$ cat src/rtl/core/pli_pkg.sv
// ----------------------------------------------------------------------------
// pli_pkg
// Shared types and constants for the piecewise linear interpolator.
// ----------------------------------------------------------------------------
package pli_pkg;

  localparam int unsigned Tables       = 8;
  localparam int unsigned PointsPerTbl = 64;
  localparam int unsigned ValueBits    = 32;
  localparam int unsigned TidW         = 3;
  localparam int unsigned PidxW        = 6;
  localparam int unsigned AddrW        = TidW + PidxW;
  localparam int unsigned LenW         = PidxW + 1;
  localparam int unsigned DivW         = 64;

  typedef enum logic [0:0] {
    ActLoad  = 1'b0,
    ActQuery = 1'b1
  } action_e;

  typedef struct packed {
    logic                        action;
    logic [TidW-1:0]             table_id;
    logic [PidxW-1:0]            point_index;
    logic signed [ValueBits-1:0] knot_x;
    logic signed [ValueBits-1:0] knot_y;
    logic                        is_last_point;
    logic signed [ValueBits-1:0] query_time;
  } in_word_t;

  typedef struct packed {
    logic [TidW-1:0]             result_table;
    logic signed [ValueBits-1:0] value;
    logic                        empty_table;
    logic                        last_result;
  } out_word_t;

  // divider request / response
  typedef struct packed {
    logic            start;
    logic [DivW-1:0] dividend;
    logic [32:0]     divisor;
  } div_req_t;

  typedef struct packed {
    logic            done;
    logic [DivW-1:0] quotient;
  } div_rsp_t;

endpackage

$ cat src/rtl/core/pli_multiplier.sv
// ----------------------------------------------------------------------------
// pli_multiplier
// Shift-and-add multiplier: 33 x 33 unsigned, one multiplier bit per cycle.
// ----------------------------------------------------------------------------
module pli_multiplier (
  input  logic        clk_i,
  input  logic        rst_ni,
  input  logic        start_i,
  input  logic [32:0] a_i,
  input  logic [32:0] b_i,
  output logic        done_o,
  output logic [65:0] prod_o
);
  import pli_pkg::*;

  logic [65:0] acc_q, acc_d;
  logic [32:0] a_q, a_d;
  logic [32:0] b_q, b_d;
  logic [5:0]  cnt_q, cnt_d;
  logic        busy_q, busy_d;
  logic        done_q, done_d;
  logic [33:0] sum;

  always_comb begin
    sum    = {1'b0, acc_q[65:33]} + (b_q[0] ? {1'b0, a_q} : 34'd0);
    acc_d  = acc_q;
    a_d    = a_q;
    b_d    = b_q;
    cnt_d  = cnt_q;
    busy_d = busy_q;
    done_d = 1'b0;
    if (start_i) begin
      acc_d  = '0;
      a_d    = a_i;
      b_d    = b_i;
      cnt_d  = '0;
      busy_d = 1'b1;
    end else if (busy_q) begin
      // add partial product to the top half, then shift right one bit
      acc_d = {sum, acc_q[32:1]};
      b_d   = {1'b0, b_q[32:1]};
      cnt_d = cnt_q + 6'd1;
      if (cnt_q == 6'd32) begin
        busy_d = 1'b0;
        done_d = 1'b1;
      end
    end
  end

  always_ff @(posedge clk_i or negedge rst_ni) begin
    if (!rst_ni) begin
      busy_q <= 1'b0;
      done_q <= 1'b0;
      cnt_q  <= '0;
    end else begin
      busy_q <= busy_d;
      done_q <= done_d;
      cnt_q  <= cnt_d;
    end
  end

  always_ff @(posedge clk_i) begin
    acc_q <= acc_d;
    a_q   <= a_d;
    b_q   <= b_d;
  end

  assign done_o = done_q;
  assign prod_o = acc_q;
endmodule

$ cat config.mk
export PLATFORM = sky130hd
export DESIGN_NAME = pli_multiplier
export DESIGN_NICKNAME = d
export VERILOG_FILES = /design/src/rtl/core/pli_pkg.sv /design/src/rtl/core/pli_multiplier.sv
export SDC_FILE = /design/constraint.sdc
export NUM_CORES = 1
export LEC_CHECK = 0
export BUFFER_PORTS_ARGS = -buffer_cell sky130_fd_sc_hd__buf_2
export CAP_MARGIN = 15
export CELL_PAD_IN_SITES_DETAIL_PLACEMENT = 2
export CELL_PAD_IN_SITES_GLOBAL_PLACEMENT = 2
export CORE_ASPECT_RATIO = 0.8
export CORE_MARGIN = 2
export CORE_UTILIZATION = 35
export DETAILED_ROUTE_END_ITERATION = 8
export PLACE_DENSITY_LB_ADDON = 0.12
export SYNTH_ARGS = -nofsm -noshare
export SYNTH_HDL_FRONTEND = slang
export SYNTH_SLANG_ARGS = --single-unit
$ cat constraint.sdc
create_clock -name clk_i -period 3.35 [get_ports clk_i]
set_clock_uncertainty 0.15 [all_clocks]
set_input_delay 0.1675 -clock clk_i [delete_from_list [all_inputs] [get_ports clk_i]]
set_output_delay 0.1675 -clock clk_i [all_outputs]
set_load 0.01 [all_outputs]
==> out/results.ini, run 1 <==
[power]
vdd_drop_max_mv = 0.2338
pwr_density_cell_mw_per_mm2 = 591.1
p_leak_nw = 4.192
power.total_mw = 5.478

[floorplanning]
die_area_mm2 = 0.02090
die_h_um = 129.7
core.rowCount = 45
initial_core_util = 0.3611
die_width_um = 161.1
core_mm2 = 0.01914
pin_count = 136

[yosys]
avgSynthCellArea_um2 = 10.67
ys_warn_count = 0
synth_area_mm2 = 0.006913
synthFlopType = edfxtp_1
synth.distinct_cells = 52
ys_ff_latch = 140
netlist_instances = 648
ys_seq_area_frac = 0.5068
synth_fp_nets = 753
async_flop_share = 0.05714
synth_edf_count = 66

[setup_path]
path_class = reg2reg
end_kind = flip-flop
cp-start-kind = flip-flop
cpPeakStageDelay_ns = 0.42
arrival_ns = 3.34
crit_start = b_q[0]$_DFFE_PP_
crit_path_cell_trace = buf_6 > nand2_1 > inv_1 > ha_1 > a211oi_1 > o211ai_1 > a211oi_1 > buf_4 > o31ai_1 > buf_4 > nand3_1 > nor3_1 > a211o_1
crit_fanout = 18
r2r_start = b_q[0]$_DFFE_PP_
slowest_stage = edfxtp_1
cp.required_ns = 3.51

[finish]
final_cells = 1129
drive_gt1_frac = 0.2641
nNetsFinal = 963
area_delta_synth_final_pct = 34.06
fin_util = 0.4841
design_area_mm2 = 0.009268
diodes = 0

[timing]
min_period_over_period = 0.9484
fin_setup_tns_ns = 0
whs_ns = 0.009401
fin_crit_ns = 3.177
tightestPinTransition_ns = 0.7008
timing.slew.headroom = 0.5328
slew_violations = 0
setup_violations = 0
setup_ws_ns = 0.1727
hold_viol_final = 0
rsz0062_at_grt = false
fmax_mhz = 314.7

[global_routing]
grtUsageTotal = 0.2214
grt_pass1_wl_mm = 35.97
grt_overflow = 0
grt_max_degree = 45
grt_antenna_before_repair = 0
grt_pass1_vias = 6484

[min_path]
min_path_type = in2reg
hp-start = start_i

[route]
ant_nets = 0
dr.first_iter.drc_count = 224
drc = 0
wl_per_cell_um = 19.54
vias_per_cell = 5.161
wl_mm = 22.07
dr.pass1.iters = 4
vias = 5827

[clock_network]
clock-sinks = 140
cts_setup_buffers = 0
cts.htree.levels = 4
clk_latency_ns = 0.43
clockRootBuffer = clkbuf_16
clk_path_buf_depth = 2
cts_tree = done
clk_pin_slew_worst_paths_ns = 0.06
cts-buffers-inserted = 17

[place]
numPlacedInstances = 1029
gp_congestion = 0.8024
dpl_cell_area_mm2 = 0.007925
hpwl_mm = 14.92
dpl_worst_slack_ns = 0.1231
port_buffers = 135

[job]
cap_violations = 0

[outcome]
outcome = finished, final reports clean

cells in the mapped netlist, types with 2 or more instances:
cell | count | area [µm²]
nor2_1 | 70 | 262.8
dfxtp_1 | 66 | 1321
edfxtp_1 | 66 | 1982
mux2i_1 | 43 | 430.4
a21oi_1 | 41 | 205.2
nand2_1 | 38 | 142.6
o21ai_0 | 37 | 185.2
and2_1 | 35 | 219.0
ha_1 | 35 | 437.9
mux2_2 | 33 | 371.6
clkbuf_1 | 22 | 82.58
inv_1 | 12 | 45.04
xor2_1 | 12 | 105.1
nor3_1 | 11 | 55.05
xnor2_1 | 11 | 96.34
a211oi_1 | 9 | 67.56
a21o_1 | 8 | 60.06
a31oi_1 | 8 | 50.05
dfrtp_1 | 8 | 200.2
or3_1 | 8 | 50.05
nand4_1 | 6 | 37.54
nor2b_1 | 6 | 37.54
a32o_1 | 5 | 50.05
nand2b_1 | 5 | 31.28
nand3_1 | 5 | 25.02
buf_1 | 4 | 15.01
o211ai_1 | 4 | 30.03
o21a_1 | 4 | 30.03
o21ai_1 | 4 | 20.02
a21boi_0 | 3 | 22.52
and3_1 | 3 | 18.77
o21bai_1 | 3 | 22.52
a211o_1 | 2 | 17.52
a21o_2 | 2 | 17.52
o2111ai_1 | 2 | 17.52
cell type report:
type,count,area [µm²]
fill,2042,9876
sequential,140,3507
multi-input combinational,469,3322
timing repair buffer,217,1468
clock buffer,17,425.4
tap,258,322.8
clock inverter,15,173.9
inverter,13,48.80
logic make-up after synthesis:
kind of cell	count (synthesis)	share of synthesized area
AO/OA/AOI/OAI	140	0.1254
XOR/XNOR	23	0.02914
adder cells (fa/ha/maj)	36	0.06624
buffers and inverters	39	0.02117
flip-flops	140	0.5068
multiplexers	76	0.1160
AND/OR/NAND/NOR	194	0.1352
where the power goes:
| group | switching (mW) | internal, mW |
|---|---|---|
| sequential | 0.139 | 1.99 |
| clock | 0.838 | 1.12 |
| combinational | 0.782 | 0.606 |
registers in the layout, indices dropped and copies added (netlist names):
name    count
busy_q      1
prod_o     66
cnt_q       6
a_q        33
done_o      1
b_q        33
repair_timing:
action,in CTS,in global routing
hold buffers,68,0
resized for setup,0,13
setup endpoints to repair,0,8
hold endpoints to repair,74,0
critical path: cells and delay by family (launching register included):
family,cells,cell delay [ns]
compound gates,5,1.25
buf+inv,4,0.65
flops,1,0.42
fa+ha+maj,1,0.30
simple gates,3,0.29
cell usage in the layout, fill, tap and decap left out, types with 4 or more instances in the layout:
cell | Yosys | routed
a211oi_1 | 9 | 9
a21o_1 | 8 | 8
a21oi_1 | 41 | 40
a31oi_1 | 8 | 8
a32o_1 | 5 | 5
and2_1 | 35 | 35
buf_2 | 0 | 134
buf_4 | 0 | 14
clkbuf_16 | 0 | 17
dfrtp_1 | 8 | 7
dfxtp_1 | 66 | 66
dlygate4sd3_1 | 0 | 68
edfxtp_1 | 66 | 66
ha_1 | 35 | 30
inv_1 | 12 | 12
inv_6 | 0 | 5
mux2_2 | 33 | 33
mux2i_1 | 43 | 43
nand2_1 | 38 | 38
nand2b_1 | 5 | 5
nand3_1 | 5 | 5
nand4_1 | 6 | 6
nor2_1 | 70 | 69
nor2b_1 | 6 | 5
nor3_1 | 11 | 11
o211ai_1 | 4 | 4
o21a_1 | 4 | 4
o21ai_0 | 37 | 37
o21ai_1 | 4 | 4
or3_1 | 8 | 8
xnor2_1 | 11 | 11
xor2_1 | 12 | 12
metal layers:
layer	global-route usage	part of all wire
met5	0	0
met4	0.05042	0.0080
met3	0.03655	0.033
met2	0.3966	0.50
met1	0.2840	0.45
worst paths after layout:
| check | endpoint | slack, ns | cells past startpoint |
|---|---|---|---|
| min in group asynchronous | cnt_q[5]$_DFFE_PN0P_ | 0.59 | 3 |
| worst max-delay path | prod_o[57]$_SDFFE_PP0P_ | 0.17 | 13 |
| worst max register to register | prod_o[57]$_SDFFE_PP0P_ | 0.17 | 13 |
| max in group asynchronous | busy_q$_DFF_PN0_ | 2.14 | 3 |
| worst min-delay path | prod_o[32]$_SDFFE_PP0P_ | 0.009 | 2 |
| worst min register to register | prod_o[53]$_SDFFE_PP0P_ | 0.34 | 2 |
Power figures use the tool's default switching activity.
==> run 2, diff against run 1 <==
Settings changed: CORE_UTILIZATION 35 to 36, CTS_BUF_LIST from default to sky130_fd_sc_hd__clkbuf_4, MAX_ROUTING_LAYER from default to met4.
==> out/results.ini, run 2 (synthesis gave the netlist of run 1 again) <==
[route]
wl_mm = 21.65  ; was 22.07 mm
dr.first_iter.drc_count = 198  ; was 224
wl_per_cell_um = 18.97  ; was 19.54 µm
vias = 5792  ; was 5827
ant_nets = 0  ; unchanged
vias_per_cell = 5.076  ; was 5.161
drc = 0  ; unchanged
dr.pass1.iters = 4  ; unchanged

[finish]
drive_gt1_frac = 0.2619  ; was 0.2641
fin_util = 0.4746  ; was 0.4841
register_area_mm2 = 0.003505  ; was 0.003507 mm²
layout_commonest_cell = buf_2  ; unchanged
largest_register_ffs = 66  ; unchanged
nNetsFinal = 974  ; was 963
area_delta_synth_final_pct = 29.88  ; was 34.06%
mostFrequentLayoutCells = 134 x buf_2, 70 x nor2_1, 69 x dlygate4sd3_1  ; was 134 x buf_2, 69 x nor2_1, 68 x dlygate4sd3_1
final_cells = 1141  ; was 1129
fill_cells = 2018  ; was 2042
multi_input_area_mm2 = 0.003272  ; was 0.003322 mm²

[place]
gp_congestion = 0.8161  ; was 0.8024
dpl_worst_slack_ns = 0.2046  ; was 0.1231 ns
hpwl_mm = 14.64  ; was 14.92 mm
port_buffers = 135  ; unchanged
numPlacedInstances = 1039  ; was 1029

[setup_path]
cp-start-kind = flip-flop  ; unchanged
arrival_ns = 3.44  ; was 3.34 ns
crit_path_cell_trace = buf_4 > and2_1 > ha_1 > nor2b_1 > o2111ai_1 > a21oi_1 > o2111ai_1 > buf_4 > a21oi_1 > or3_1 > a32o_1  ; was buf_6 > nand2_1 > inv_1 > ha_1 > a211oi_1 > o211ai_1 > a211oi_1 > buf_4 > o31ai_1 > buf_4 > nand3_1 > nor3_1 > a211o_1
cp.required_ns = 3.64  ; was 3.51 ns
cpPeakStageDelay_ns = 0.45  ; was 0.42 ns
path_buf_inv = 2  ; was 4
crit_family = compound AO/OA/AOI/OAI gates  ; unchanged
crit_fanout = 9  ; was 18
slowest_stage = edfxtp_1  ; unchanged
path_class = reg2reg  ; unchanged
end_kind = flip-flop  ; unchanged

[floorplanning]
core_mm2 = 0.01892  ; was 0.01914 mm²
core.rowCount = 45  ; unchanged
die_h_um = 127.9  ; was 129.7 µm
initial_core_util = 0.3654  ; was 0.3611
die_width_um = 158.9  ; was 161.1 µm
die_area_mm2 = 0.02033  ; was 0.02090 mm²
pin_count = 136  ; unchanged

[min_path]
min_path_type = in2reg  ; unchanged

[timing]
timing.slew.headroom = 0.4872  ; was 0.5328
fin_crit_ns = 3.150  ; was 3.177 ns
tightestPinTransition_ns = 0.7692  ; was 0.7008 ns
min_period_over_period = 0.9402  ; was 0.9484
hold_viol_final = 0  ; unchanged
fin_setup_tns_ns = 0  ; unchanged
setup_violations = 0  ; unchanged
rsz0062_at_grt = false  ; unchanged
setup_ws_ns = 0.2004  ; was 0.1727 ns
slew_violations = 0  ; unchanged
fmax_mhz = 317.5  ; was 314.7 MHz

[power]
vdd_drop_max_mv = 0.2318  ; was 0.2338 mV
seqPwrFrac = 0.455  ; was 0.388
p_clk_frac = 0.243  ; was 0.358
pwr_density_cell_mw_per_mm2 = 519.6  ; was 591.1 mW/mm²
power.total_mw = 4.665  ; was 5.478 mW
power_frac_comb = 0.302  ; was 0.253
p_sw_frac = 0.3388  ; was 0.3211
p_sw_mw = 1.581  ; was 1.759 mW
p_leak_nw = 4.113  ; was 4.192 nW
internal_power_mw = 3.084  ; was 3.720 mW

[global_routing]
grt_pass1_wl_mm = 34.64  ; was 35.97 mm
grt_max_degree = 41  ; was 45
grt_overflow = 0  ; unchanged
grt_antenna_before_repair = 1  ; was 0
grtUsageTotal = 0.2254  ; was 0.2214
grt_pass1_vias = 6476  ; was 6484

[clock_network]
cts-buffers-inserted = 17  ; unchanged
clk_pin_slew_worst_paths_ns = 0.13  ; was 0.06 ns
cts.htree.levels = 4  ; unchanged
clk_latency_ns = 0.56  ; was 0.43 ns
clk_path_buf_depth = 2  ; unchanged
cts_setup_buffers = 0  ; unchanged
clockRootBuffer = clkbuf_4  ; was clkbuf_16
cts_tree = done  ; unchanged
clock-sinks = 140  ; unchanged

[job]
cap_violations = 0  ; unchanged

[outcome]
outcome = finished, final reports clean  ; unchanged

[run 2: changes by cell type in the layout (fill, tap and decap cells not counted), sizes merged]
cell | previous run | this run
clkinvlp | 1 | 0
inv | 22 | 17
buf | 149 | 159
dlygate4sd3 | 68 | 69
diode | 0 | 1
clkinv | 3 | 5
clkbuf | 17 | 21
[run 2: repair_timing]
item	CTS	global route
hold buffers	69	0
hold endpoints to repair	105	0
gates resized for setup	0	4
endpoints found under the setup margin	0	5
[run 2: per-stage QoR]
stage               hold slack, ns  instance area (µm²)
floorplan                  -0.2781                 6913
global placement           -0.1227                 7998
detailed placement         -0.1222                 7998
CTS                         0.1104                 8964
global route                0.1092                 8979
finish                      0.1664                 8979
[run 2: path summary, 6_finish.rpt]
kind	start	endpoint	slack, ns	depth (start not counted)
worst max register to register	b_q[0]$_DFFE_PP_	prod_o[62]$_SDFFE_PP0P_	0.20	11
worst max-delay path	b_q[0]$_DFFE_PP_	prod_o[62]$_SDFFE_PP0P_	0.20	11
worst min register to register	prod_o[53]$_SDFFE_PP0P_	prod_o[53]$_SDFFE_PP0P_	0.34	2
max in group asynchronous	rst_ni	busy_q$_DFF_PN0_	2.25	3
worst min-delay path	a_i[20]	a_q[20]$_DFFE_PP_	0.17	2
min in group asynchronous	rst_ni	done_o$_DFF_PN0_	0.46	3
[run 2: layer usage]
| metal | wire length, µm | global-route usage | part of all wire | vias up |
|---|---|---|---|---|
| li1 | - | - | - | 2797 |
| met1 | 9701 | 0.2643 | 0.45 | 2898 |
| met2 | 11200 | 0.4056 | 0.52 | 88 |
| met3 | 594 | 0.04303 | 0.027 | 9 |
| met4 | 150 | 0.04973 | 0.0069 | 0 |
| met5 | 0 | - | 0 | - |
[run 2: cell type report]
class                      count  area share
antenna                        1   0.0002787
inverter                      13    0.005435
clock inverter                11     0.01310
tap                          258     0.03595
clock buffer                  21     0.01756
multi-input combinational    469      0.3644
timing repair buffer         228      0.1729
sequential                   140      0.3903
[run 2: power by group through the flow]
stage	combinational [mW]	clock (mW)	sequential [mW]
2_1_floorplan	0.783	0	2.16
3_3_place_gp	1.26	0	2.15
3_5_place_dp	1.33	0	2.16
4_1_cts	1.41	1.17	2.12
5_1_grt	1.55	1.25	2.15
6_report	1.41	1.13	2.12
