==> src/rtl/core/pli_pkg.sv <==
// ----------------------------------------------------------------------------
// pli_pkg
// Shared types and constants for the piecewise linear interpolator.
// ----------------------------------------------------------------------------
package pli_pkg;

  localparam int unsigned Tables       = 8;
  localparam int unsigned PointsPerTbl = 64;
  localparam int unsigned ValueBits    = 32;
  localparam int unsigned TidW         = 3;
  localparam int unsigned PidxW        = 6;
  localparam int unsigned AddrW        = TidW + PidxW;
  localparam int unsigned LenW         = PidxW + 1;
  localparam int unsigned DivW         = 64;

  typedef enum logic [0:0] {
    ActLoad  = 1'b0,
    ActQuery = 1'b1
  } action_e;

  typedef struct packed {
    logic                        action;
    logic [TidW-1:0]             table_id;
    logic [PidxW-1:0]            point_index;
    logic signed [ValueBits-1:0] knot_x;
    logic signed [ValueBits-1:0] knot_y;
    logic                        is_last_point;
    logic signed [ValueBits-1:0] query_time;
  } in_word_t;

  typedef struct packed {
    logic [TidW-1:0]             result_table;
    logic signed [ValueBits-1:0] value;
    logic                        empty_table;
    logic                        last_result;
  } out_word_t;

  // divider request / response
  typedef struct packed {
    logic            start;
    logic [DivW-1:0] dividend;
    logic [32:0]     divisor;
  } div_req_t;

  typedef struct packed {
    logic            done;
    logic [DivW-1:0] quotient;
  } div_rsp_t;

endpackage

==> src/rtl/core/pli_divider.sv <==
// ----------------------------------------------------------------------------
// pli_divider
// Bit-serial restoring divider: one quotient bit per cycle.
// ----------------------------------------------------------------------------
module pli_divider (
  input  logic              clk_i,
  input  logic              rst_ni,
  input  pli_pkg::div_req_t req_i,
  output pli_pkg::div_rsp_t rsp_o
);
  import pli_pkg::*;

  logic [DivW-1:0] num_q, num_d;
  logic [33:0]     rem_q, rem_d;
  logic [32:0]     den_q, den_d;
  logic [6:0]      cnt_q, cnt_d;
  logic            busy_q, busy_d;
  logic            done_q, done_d;
  logic [33:0]     shifted;
  logic [34:0]     diff;

  always_comb begin
    shifted = {rem_q[32:0], num_q[DivW-1]};
    diff    = {1'b0, shifted} - {2'b00, den_q};
    num_d   = num_q;
    rem_d   = rem_q;
    den_d   = den_q;
    cnt_d   = cnt_q;
    busy_d  = busy_q;
    done_d  = 1'b0;
    if (req_i.start) begin
      num_d  = req_i.dividend;
      den_d  = req_i.divisor;
      rem_d  = '0;
      cnt_d  = '0;
      busy_d = 1'b1;
    end else if (busy_q) begin
      // quotient bits shift into the low end of the dividend register
      if (!diff[34]) begin
        rem_d = diff[33:0];
        num_d = {num_q[DivW-2:0], 1'b1};
      end else begin
        rem_d = shifted;
        num_d = {num_q[DivW-2:0], 1'b0};
      end
      cnt_d = cnt_q + 7'd1;
      if (cnt_q == 7'(DivW - 1)) begin
        busy_d = 1'b0;
        done_d = 1'b1;
      end
    end
  end

  always_ff @(posedge clk_i or negedge rst_ni) begin
    if (!rst_ni) begin
      busy_q <= 1'b0;
      done_q <= 1'b0;
      cnt_q  <= '0;
    end else begin
      busy_q <= busy_d;
      done_q <= done_d;
      cnt_q  <= cnt_d;
    end
  end

  always_ff @(posedge clk_i) begin
    num_q <= num_d;
    rem_q <= rem_d;
    den_q <= den_d;
  end

  assign rsp_o.done     = done_q;
  assign rsp_o.quotient = num_q;
endmodule

==> config.mk <==
export PLATFORM = sky130hd
export DESIGN_NAME = pli_divider
export DESIGN_NICKNAME = d
export VERILOG_FILES = /design/src/rtl/core/pli_pkg.sv /design/src/rtl/core/pli_divider.sv
export SDC_FILE = /design/constraint.sdc
export NUM_CORES = 1
export LEC_CHECK = 0
export BUFFER_PORTS_ARGS = -buffer_cell sky130_fd_sc_hd__buf_2
export CAP_MARGIN = 25
export CORE_MARGIN = 3
export CORE_UTILIZATION = 59
export DETAILED_ROUTE_END_ITERATION = 12
export GPL_TIMING_DRIVEN = 0
export PLACE_DENSITY_LB_ADDON = 0.1
export SYNTH_ARGS = -nofsm -noshare
export SYNTH_HDL_FRONTEND = slang
export SYNTH_SLANG_ARGS = --single-unit
==> constraint.sdc <==
create_clock -name clk_i -period 7.5 [get_ports clk_i]
set_input_delay 0.75 -clock clk_i [delete_from_list [all_inputs] [get_ports clk_i]]
set_output_delay 0.75 -clock clk_i [all_outputs]
set_load 0.05 [all_outputs]
==> results of run 1 <==
[where the power goes]
part,switching [mW],leakage [nW],internal (mW)
logic,0.234,2.22,0.110
clock network,0.334,0.278,0.477
registers,0.0271,1.39,0.883
total,0.595,3.89,1.47
[layer usage]
metal,up-vias,track usage (%),wire length [um]
li1,2890,-,-
met1,2866,33.09,7647
met2,256,48.25,9901
met3,36,9.687,1711
met4,0,10.93,461
met5,-,0,0
[stage by stage]
step                      hold slack (ps)  util, %  cell area [um^2]  power, mW  instances
after floorplan                     454.4        -              7536      1.165        679
after global placement              478.8    69.87              8567      1.253       1011
after detailed placement            484.8    70.03              8587      1.265       1012
after CTS                           151.5    74.67              9156      2.075       1044
after global routing                167.5    74.67              9156      2.132       1044
final                               162.7    74.67              9156      2.064       1044
[worst max-delay path, delay by kind of cell, from the launching register on]
| kind | cells | cell delay [ps] |
|---|---|---|
| buf+inv | 3 | 520 |
| compound gates | 6 | 1810 |
| fa+ha+maj | 2 | 570 |
| flops | 1 | 420 |
| simple gates | 2 | 400 |
[sequential cells by signal, summed over array words and instances, names as in the netlist]
register	count
num_q	64
den_q	33
rem_q	33
cnt_q	7
busy_q	1
done_q	1
[cell usage in the layout (no fill, tap or decap), types with 4 or more instances in the layout]
master and n:
sky130_fd_sc_hd__a211oi_1 13, sky130_fd_sc_hd__a21o_1 8, sky130_fd_sc_hd__a21oi_1 36, sky130_fd_sc_hd__a311oi_1 16, sky130_fd_sc_hd__a31oi_1 4, sky130_fd_sc_hd__and3_1 4, sky130_fd_sc_hd__buf_1 5, sky130_fd_sc_hd__buf_2 167
sky130_fd_sc_hd__clkbuf_1 21, sky130_fd_sc_hd__clkbuf_16 17, sky130_fd_sc_hd__dfrtp_1 9, sky130_fd_sc_hd__dfxtp_1 33, sky130_fd_sc_hd__edfxtp_1 97, sky130_fd_sc_hd__ha_1 34, sky130_fd_sc_hd__inv_1 45, sky130_fd_sc_hd__inv_6 4
sky130_fd_sc_hd__mux2_2 64, sky130_fd_sc_hd__mux2i_1 13, sky130_fd_sc_hd__nand2_1 50, sky130_fd_sc_hd__nand2b_1 4, sky130_fd_sc_hd__nand3_1 13, sky130_fd_sc_hd__nand4_1 4, sky130_fd_sc_hd__nor2_1 54, sky130_fd_sc_hd__nor3_1 10
sky130_fd_sc_hd__nor3b_1 4, sky130_fd_sc_hd__o211ai_1 5, sky130_fd_sc_hd__o21a_1 11, sky130_fd_sc_hd__o21ai_0 20, sky130_fd_sc_hd__o21ai_1 4, sky130_fd_sc_hd__o21bai_1 5, sky130_fd_sc_hd__or3_1 10, sky130_fd_sc_hd__xnor2_1 18
sky130_fd_sc_hd__xor2_1 10
[layout make-up]
type,instances,area [um^2],share of cell area (%)
repair buffers,165,840.8,9.183
well taps,168,210.2,2.296
clock buffers,20,456.7,4.988
multi-input cells,463,3418,37.33
flip-flops and latches,139,3799,41.49
clock inverters,12,112.6,1.230
plain buffers,32,150.1,1.640
inverters,45,168.9,1.845
[cells by family after synthesis]
group                      share of synthesized area (%)
xor gates and xnor gates                           3.254
DFF                                                50.41
AOI/OAI and AO/OA                                  13.86
muxes                                              11.29
and+or+nand+nor                                    11.04
buffers and inverters                              4.234
adders and majority gates                          5.911
[worst max-delay path by stage]
stage | to | from | depth (start not counted) | slack (ps)
after floorplan | num_q[0] | num_q[63] | 13 | 4120
after global placement | num_q[6] | req_i[97] | 4 | 3430
after detailed placement | num_q[6] | req_i[97] | 5 | 3710
after CTS | rem_q[3] | num_q[63] | 13 | 3700
after global routing | rem_q[3] | num_q[63] | 13 | 3520
final | rem_q[3] | num_q[63] | 13 | 3670
==> summary.txt, run 1 <==
Global routing
  • Vias in the first global route: 6301
  • Pin count of the biggest net entering global routing: 43
  • Initial antenna violation count: 0
  • Overflow left after global routing: 0
  • Overall global routing resource usage: 28.38%
  • Global-route wire length before repair: 31620 um

Yosys
  • Synthesis Warnings: 0
  • Most common cell in the synthesized netlist: sky130_fd_sc_hd__edfxtp_1
  • Largest cells by area after synthesis: sky130_fd_sc_hd__edfxtp_1, sky130_fd_sc_hd__mux2_2, sky130_fd_sc_hd__dfxtp_1
  • Number of enable-type register cells in the synthesized netlist: 97
  • Register bit count reported by yosys: 139
  • Post-synthesis instance total: 679
  • Fraction of the yosys area taken by sequential cells: 50.41%
  • Nets in the synthesized netlist: 814
  • Fraction of registers with async set/reset: 6.475%
  • Area leader, netlist: sky130_fd_sc_hd__edfxtp_1
  • Distinct cells, synth: 68
  • Commonest cells in the netlist: sky130_fd_sc_hd__edfxtp_1, sky130_fd_sc_hd__mux2_2, sky130_fd_sc_hd__nor2_1
  • Flip-flop cell with the highest count after synthesis: sky130_fd_sc_hd__edfxtp_1
  • Share of the synthesized area in the top cell type: 38.65%
  • Avg Synthesized Cell Area: 11.10 um^2
  • Netlist Area Pre-Place: 7536 um^2

Timing
  • Tightest Pin Transition: 908.0 ps
  • Setup violators final: 0
  • Final hold viol count: 0
  • Worst-case setup margin in the final layout: 3673 ps
  • Final worst path period share: 51.03%
  • Slew Limit Fails: 0
  • Max-slew headroom: 39.47%
  • Achievable frequency: 0.2613 GHz
  • Final setup TNS: 0 ps
  • Worst Clk Skew: 8.570 ps
  • Time the final worst path needs with I/O delays and setup: 3827 ps
  • RSZ-0062 raised after global routing: no

Worst setup path
  • R2R Setup Slk: 3670 ps
  • Startpoint of the lowest-slack register-to-register path: num_q[63]
  • Worst setup EP type: flip-flop
  • Dominant cell type by count on the critical path: sky130_fd_sc_hd__inv_1
  • Startpoint type of the worst setup path: flip-flop
  • Startpoint-to-endpoint class of the critical path: flip-flop to flip-flop
  • FF-to-FF End: rem_q[3]
  • Slowest CP cell: sky130_fd_sc_hd__edfxtp_1
  • Cells on worst reg2reg path: 13
  • Critical path data required time: 7810 ps
  • Highest fanout seen on the critical path: 10
  • Ordered cell list for the critical path: inv_1 -> ha_1 -> inv_1 -> fa_1 -> a21oi_1 -> o2111ai_1 -> and4_1 -> o31ai_2 -> a2111oi_4 -> o21ai_2 -> buf_2 -> nand2_1 -> a311oi_1
  • Maximum single-stage delay on the critical path: 420 ps
  • Worst EP arrival: 4140 ps

Final layout
  • Post-layout net count: 998
  • Antenna Cells: 0
  • Fraction of layout instances using a drive strength above 1: 31.74%
  • Synth-to-layout area growth: 21.50%
  • Filler cell count in the final layout: 857

Routing
  • Remaining design rule violation count: 0
  • Count of routing violations after the opening detailed-route iteration: 471
  • Total wire length after detailed routing: 19720 um
  • WL per Instance: 18.89 um
  • Detailed-route vias per instance: 5.793
  • Detailed-routing iteration count for the pre-antenna-repair pass: 6
  • Detail Route Antenna Nets: 0
  • Total vias in the final route: 6048

Die
  • Placeable core region: 12260 um^2
  • Floorplan die area: 14160 um^2
  • Ports placed on the boundary: 165
  • Vertical extent of the die: 119.0 um
  • Starting Density: 61.46%
  • Die width: 119.0 um
  • Floorplan row count: 40

Status
  • Run status: finished clean

Placement
  • Total half-perimeter wirelength after legalization and detailed placement: 14040 um
  • IO Port Bufs: 164
  • Placement-stage worst setup slack: 3713 ps
  • Routability congestion estimate: 0.9454

CTS
  • Number of clock sinks: 139
  • Post-cts repair resize count: 0
  • Setup Fix Bufs, Post-CTS: 0
  • TritonCTS buffer count: 17
  • Maximum buffer depth of the clock tree: 2
  • CTS tree: done
  • Later-pin clock latency in the skew report: 420 ps
  • Library cell used as clock root buffer: sky130_fd_sc_hd__clkbuf_16
  • Number of H-tree levels: 4
  • Clock slew at reported path FFs: 60 ps
  • Total of hold buffers inserted after clock tree synthesis: 0

Power
  • PD cells: 225.4 nW/um^2
  • Maximum VDD drop: 179.2 uV
  • Cell leakage power: 3.887 nW

Run
  • Count of maximum capacitance violations: 0

Hold path
  • Tightest Hold Check Type: primary input to asynchronous set/reset pin
No activity file was read; power rests on OpenSTA's default activity.
==> run 2, diff against run 1 <==
CORE_UTILIZATION = 50   (was 59)
clock period = 3.5 ns   (was 7.5 ns; I/O delays follow)
==> run 2 against run 1 <==
Net effect: critical path depth unchanged; non-clock buffer count increased by 1; sequential power increased by 110%; final area increased by 1.1%; global-route usage decreased by 5.0 points; critical endpoint is now num_q[0].
==> summary.txt, run 2 (synthesis gave the netlist of run 1 again) <==
Status
  • Run status: finished clean

Power
  • Maximum VDD drop: 494.1 uV (+180%)
  • Switching power: 1.265 mW (+110%)
  • Clk pwr share: 40.7% (+1.4 points)
  • Sw frac: 27.98% (-0.84 points)
  • Post-layout power: 4.520 mW (+120%)
  • PD cells: 488.5 nW/um^2 (+120%)
  • Gate power share: 16.3% (-0.4 points)
  • Cell leakage power: 3.911 nW (+0.63%)
  • Internal Power: 3.255 mW (+120%)
  • Reg power frac: 43.0% (-1.1 points)

Final layout
  • Biggest regs: num_q: 64 flops, den_q: 33 flops, rem_q: 33 flops
  • Synth-to-layout area growth: 22.78%
  • Final Instance Area: 9253 um^2 (+1.1%)
  • Most frequent standard cell in the layout excluding fill and tap cells: sky130_fd_sc_hd__buf_2
  • Post-layout net count: 999 (+0.10%)
  • Antenna Cells: 0 (unchanged)
  • Largest reg by FF count: num_q
  • Largest register FFs: 64 (unchanged)
  • Fin cells: 1060 (+1.5%)
  • Top library cells by usage in the layout, fill and taps aside: sky130_fd_sc_hd__buf_2, sky130_fd_sc_hd__edfxtp_1, sky130_fd_sc_hd__mux2_2, sky130_fd_sc_hd__nor2_1, sky130_fd_sc_hd__nand2_1
  • Fraction of layout instances using a drive strength above 1: 31.96% (+0.23 points)

Die
  • Placeable core region: 14640 um^2 (+19%)
  • Starting Density: 51.46% (-10 points)
  • Floorplan row count: 44 (+10%)
  • Vertical extent of the die: 128.8 um (+8.2%)
  • Floorplan die area: 16580 um^2 (+17%)
  • Die width: 128.8 um (+8.2%)
  • Ports placed on the boundary: 165 (unchanged)

Routing
  • Met1 Wirelength: 7699 um (+0.68%)
  • Detail Route Antenna Nets: 0 (unchanged)
  • Met3 Wirelength: 1624 um (-5.1%)
  • Met2 wire length: 9184 um (-7.2%)
  • Detailed-routing iteration count for the pre-antenna-repair pass: 4 (-2)
  • WL per Instance: 17.85 um (-5.5%)
  • Count of routing violations after the opening detailed-route iteration: 345 (-27%)
  • Detailed-route vias per instance: 5.650 (-2.5%)
  • Remaining design rule violation count: 0 (unchanged)
  • Highest metal used: met4
  • Total vias in the final route: 5989 (-0.98%)
  • Total wire length after detailed routing: 18920 um (-4.1%)

Timing
  • Max-slew headroom: 44.07% (+4.6 points)
  • Tightest Pin Transition: 839.0 ps (-69.03 ps)
  • Achievable frequency: 0.3001 GHz (+15%)
  • Slew Limit Fails: 0 (unchanged)
  • Final worst path period share: 95.20% (+44 points)
  • Final setup TNS: 0 ps (unchanged)
  • RSZ-0062 raised after global routing: no
  • Setup violators final: 0 (unchanged)
  • Time the final worst path needs with I/O delays and setup: 3332 ps (-494.9 ps)
  • Final hold viol count: 0 (unchanged)
  • Worst Clk Skew: 12.80 ps (+4.226 ps)

Hold path
  • Launch instance of the worst min-delay path: req_i[4]
  • Tightest Hold Check Type: primary input to flip-flop

Placement
  • Routability congestion estimate: 0.9560 (+1.1%)
  • Post-DP Area: 8607 um^2 (+0.23%)
  • IO Port Bufs: 164 (unchanged)
  • Total half-perimeter wirelength after legalization and detailed placement: 13790 um (-1.8%)
  • Cell count after placement: 1028 (+1.6%)

Worst setup path
  • Startpoint-to-endpoint class of the critical path: flip-flop to flip-flop
  • Worst setup EP type: flip-flop
  • Critical Path Start: num_q[63]
  • Worst EP arrival: 3510 ps (-630 ps)
  • Highest fanout seen on the critical path: 10 (unchanged)
  • Critical path data required time: 3680 ps (-4130 ps)
  • Startpoint of the lowest-slack register-to-register path: num_q[63]
  • Startpoint type of the worst setup path: flip-flop

CTS
  • CTS tree: done
  • Later-pin clock latency in the skew report: 430 ps (about the same)
  • Number of clock sinks: 139 (unchanged)
  • Clock slew at reported path FFs: 60 ps (about the same)
  • TritonCTS buffer count: 17 (unchanged)
  • Number of H-tree levels: 4 (unchanged)
  • Maximum buffer depth of the clock tree: 2 (unchanged)
  • Library cell used as clock root buffer: sky130_fd_sc_hd__clkbuf_16

Global routing
  • Vias in the first global route: 6159 (-2.3%)
  • Initial antenna violation count: 0 (unchanged)
  • Global-route wire length before repair: 30530 um (-3.4%)
  • Overall global routing resource usage: 23.41% (-5.0 points)
  • Overflow left after global routing: 0 (unchanged)
  • Pin count of the biggest net entering global routing: 39 (-9.3%)

Run
  • Count of maximum capacitance violations: 0 (unchanged)
[run 2: worst max-delay path, cell delays in order (launching register included)]
cell and delay (ps):
sky130_fd_sc_hd__edfxtp_1 400, sky130_fd_sc_hd__inv_1 80, sky130_fd_sc_hd__ha_1 160, sky130_fd_sc_hd__inv_1 50
sky130_fd_sc_hd__fa_1 410, sky130_fd_sc_hd__a21oi_2 210, sky130_fd_sc_hd__o2111ai_2 180, sky130_fd_sc_hd__and4_4 250
sky130_fd_sc_hd__o31ai_4 340, sky130_fd_sc_hd__a2111oi_4 170, sky130_fd_sc_hd__o21a_1 240, sky130_fd_sc_hd__buf_6 140
sky130_fd_sc_hd__buf_4 190, sky130_fd_sc_hd__mux2_2 260
[run 2: path summary, 6_finish.rpt]
check | endpoint | slack, ps | cells past startpoint
setup / recovery | num_q[0] | 170 | 13
setup reg to reg | num_q[0] | 170 | 13
hold / removal | den_q[4] | 100 | 1
min in group asynchronous | cnt_q[5] | 300 | 2
hold reg to reg | rem_q[2] | 500 | 2
max in group asynchronous | cnt_q[1] | 3010 | 2
[run 2: per-layer routing]
| layer | track usage (%) | up-vias |
|---|---|---|
| met5 | 0 | - |
| met3 | 8.219 | 39 |
| met1 | 27.90 | 2832 |
| li1 | - | 2889 |
| met2 | 39.09 | 229 |
| met4 | 8.833 | 0 |
[run 2: cell type report]
cell class	count	area (um^2)
Inverter	45	168.9
Tap cell	184	230.2
Clock inverter	12	165.2
Buffer	32	155.1
Multi-Input combinational cell	463	3451
Clock buffer	19	432.9
Sequential cell	139	3799
Fill cell	1171	5391
Timing Repair Buffer	166	850.8
[run 2: power groups by stage]
stage / Combinational (mW) / Clock [mW] / Sequential (mW)
floorplan: 0.248 / 0 / 2.25
global placement: 0.715 / 0 / 1.97
detailed placement: 0.730 / 0 / 1.98
CTS: 0.734 / 1.87 / 1.95
global route: 0.786 / 1.95 / 1.96
finish: 0.735 / 1.84 / 1.94
[run 2: what timing repair did]
item                                    in CTS  in global routing
hold endpoints to repair                     9                  0
endpoints found under the setup margin      20                 26
pin swaps                                    1                  5
hold buffers                                 1                  0
buffers inserted                             0                  0
gates resized for setup                      3                  6
[run 2: metrics by stage]
stage | util, % | hold slack, ps | setup WS (ps)
2_1_floorplan | - | 54.41 | 121.8
3_3_place_gp | 58.64 | 204.1 | -187.1
3_5_place_dp | 58.77 | 209.1 | -180.1
4_1_cts | 63.06 | 87.40 | 21.18
5_1_grt | 63.18 | 80.94 | 13.27
6_report | 63.18 | 95.66 | 168.0
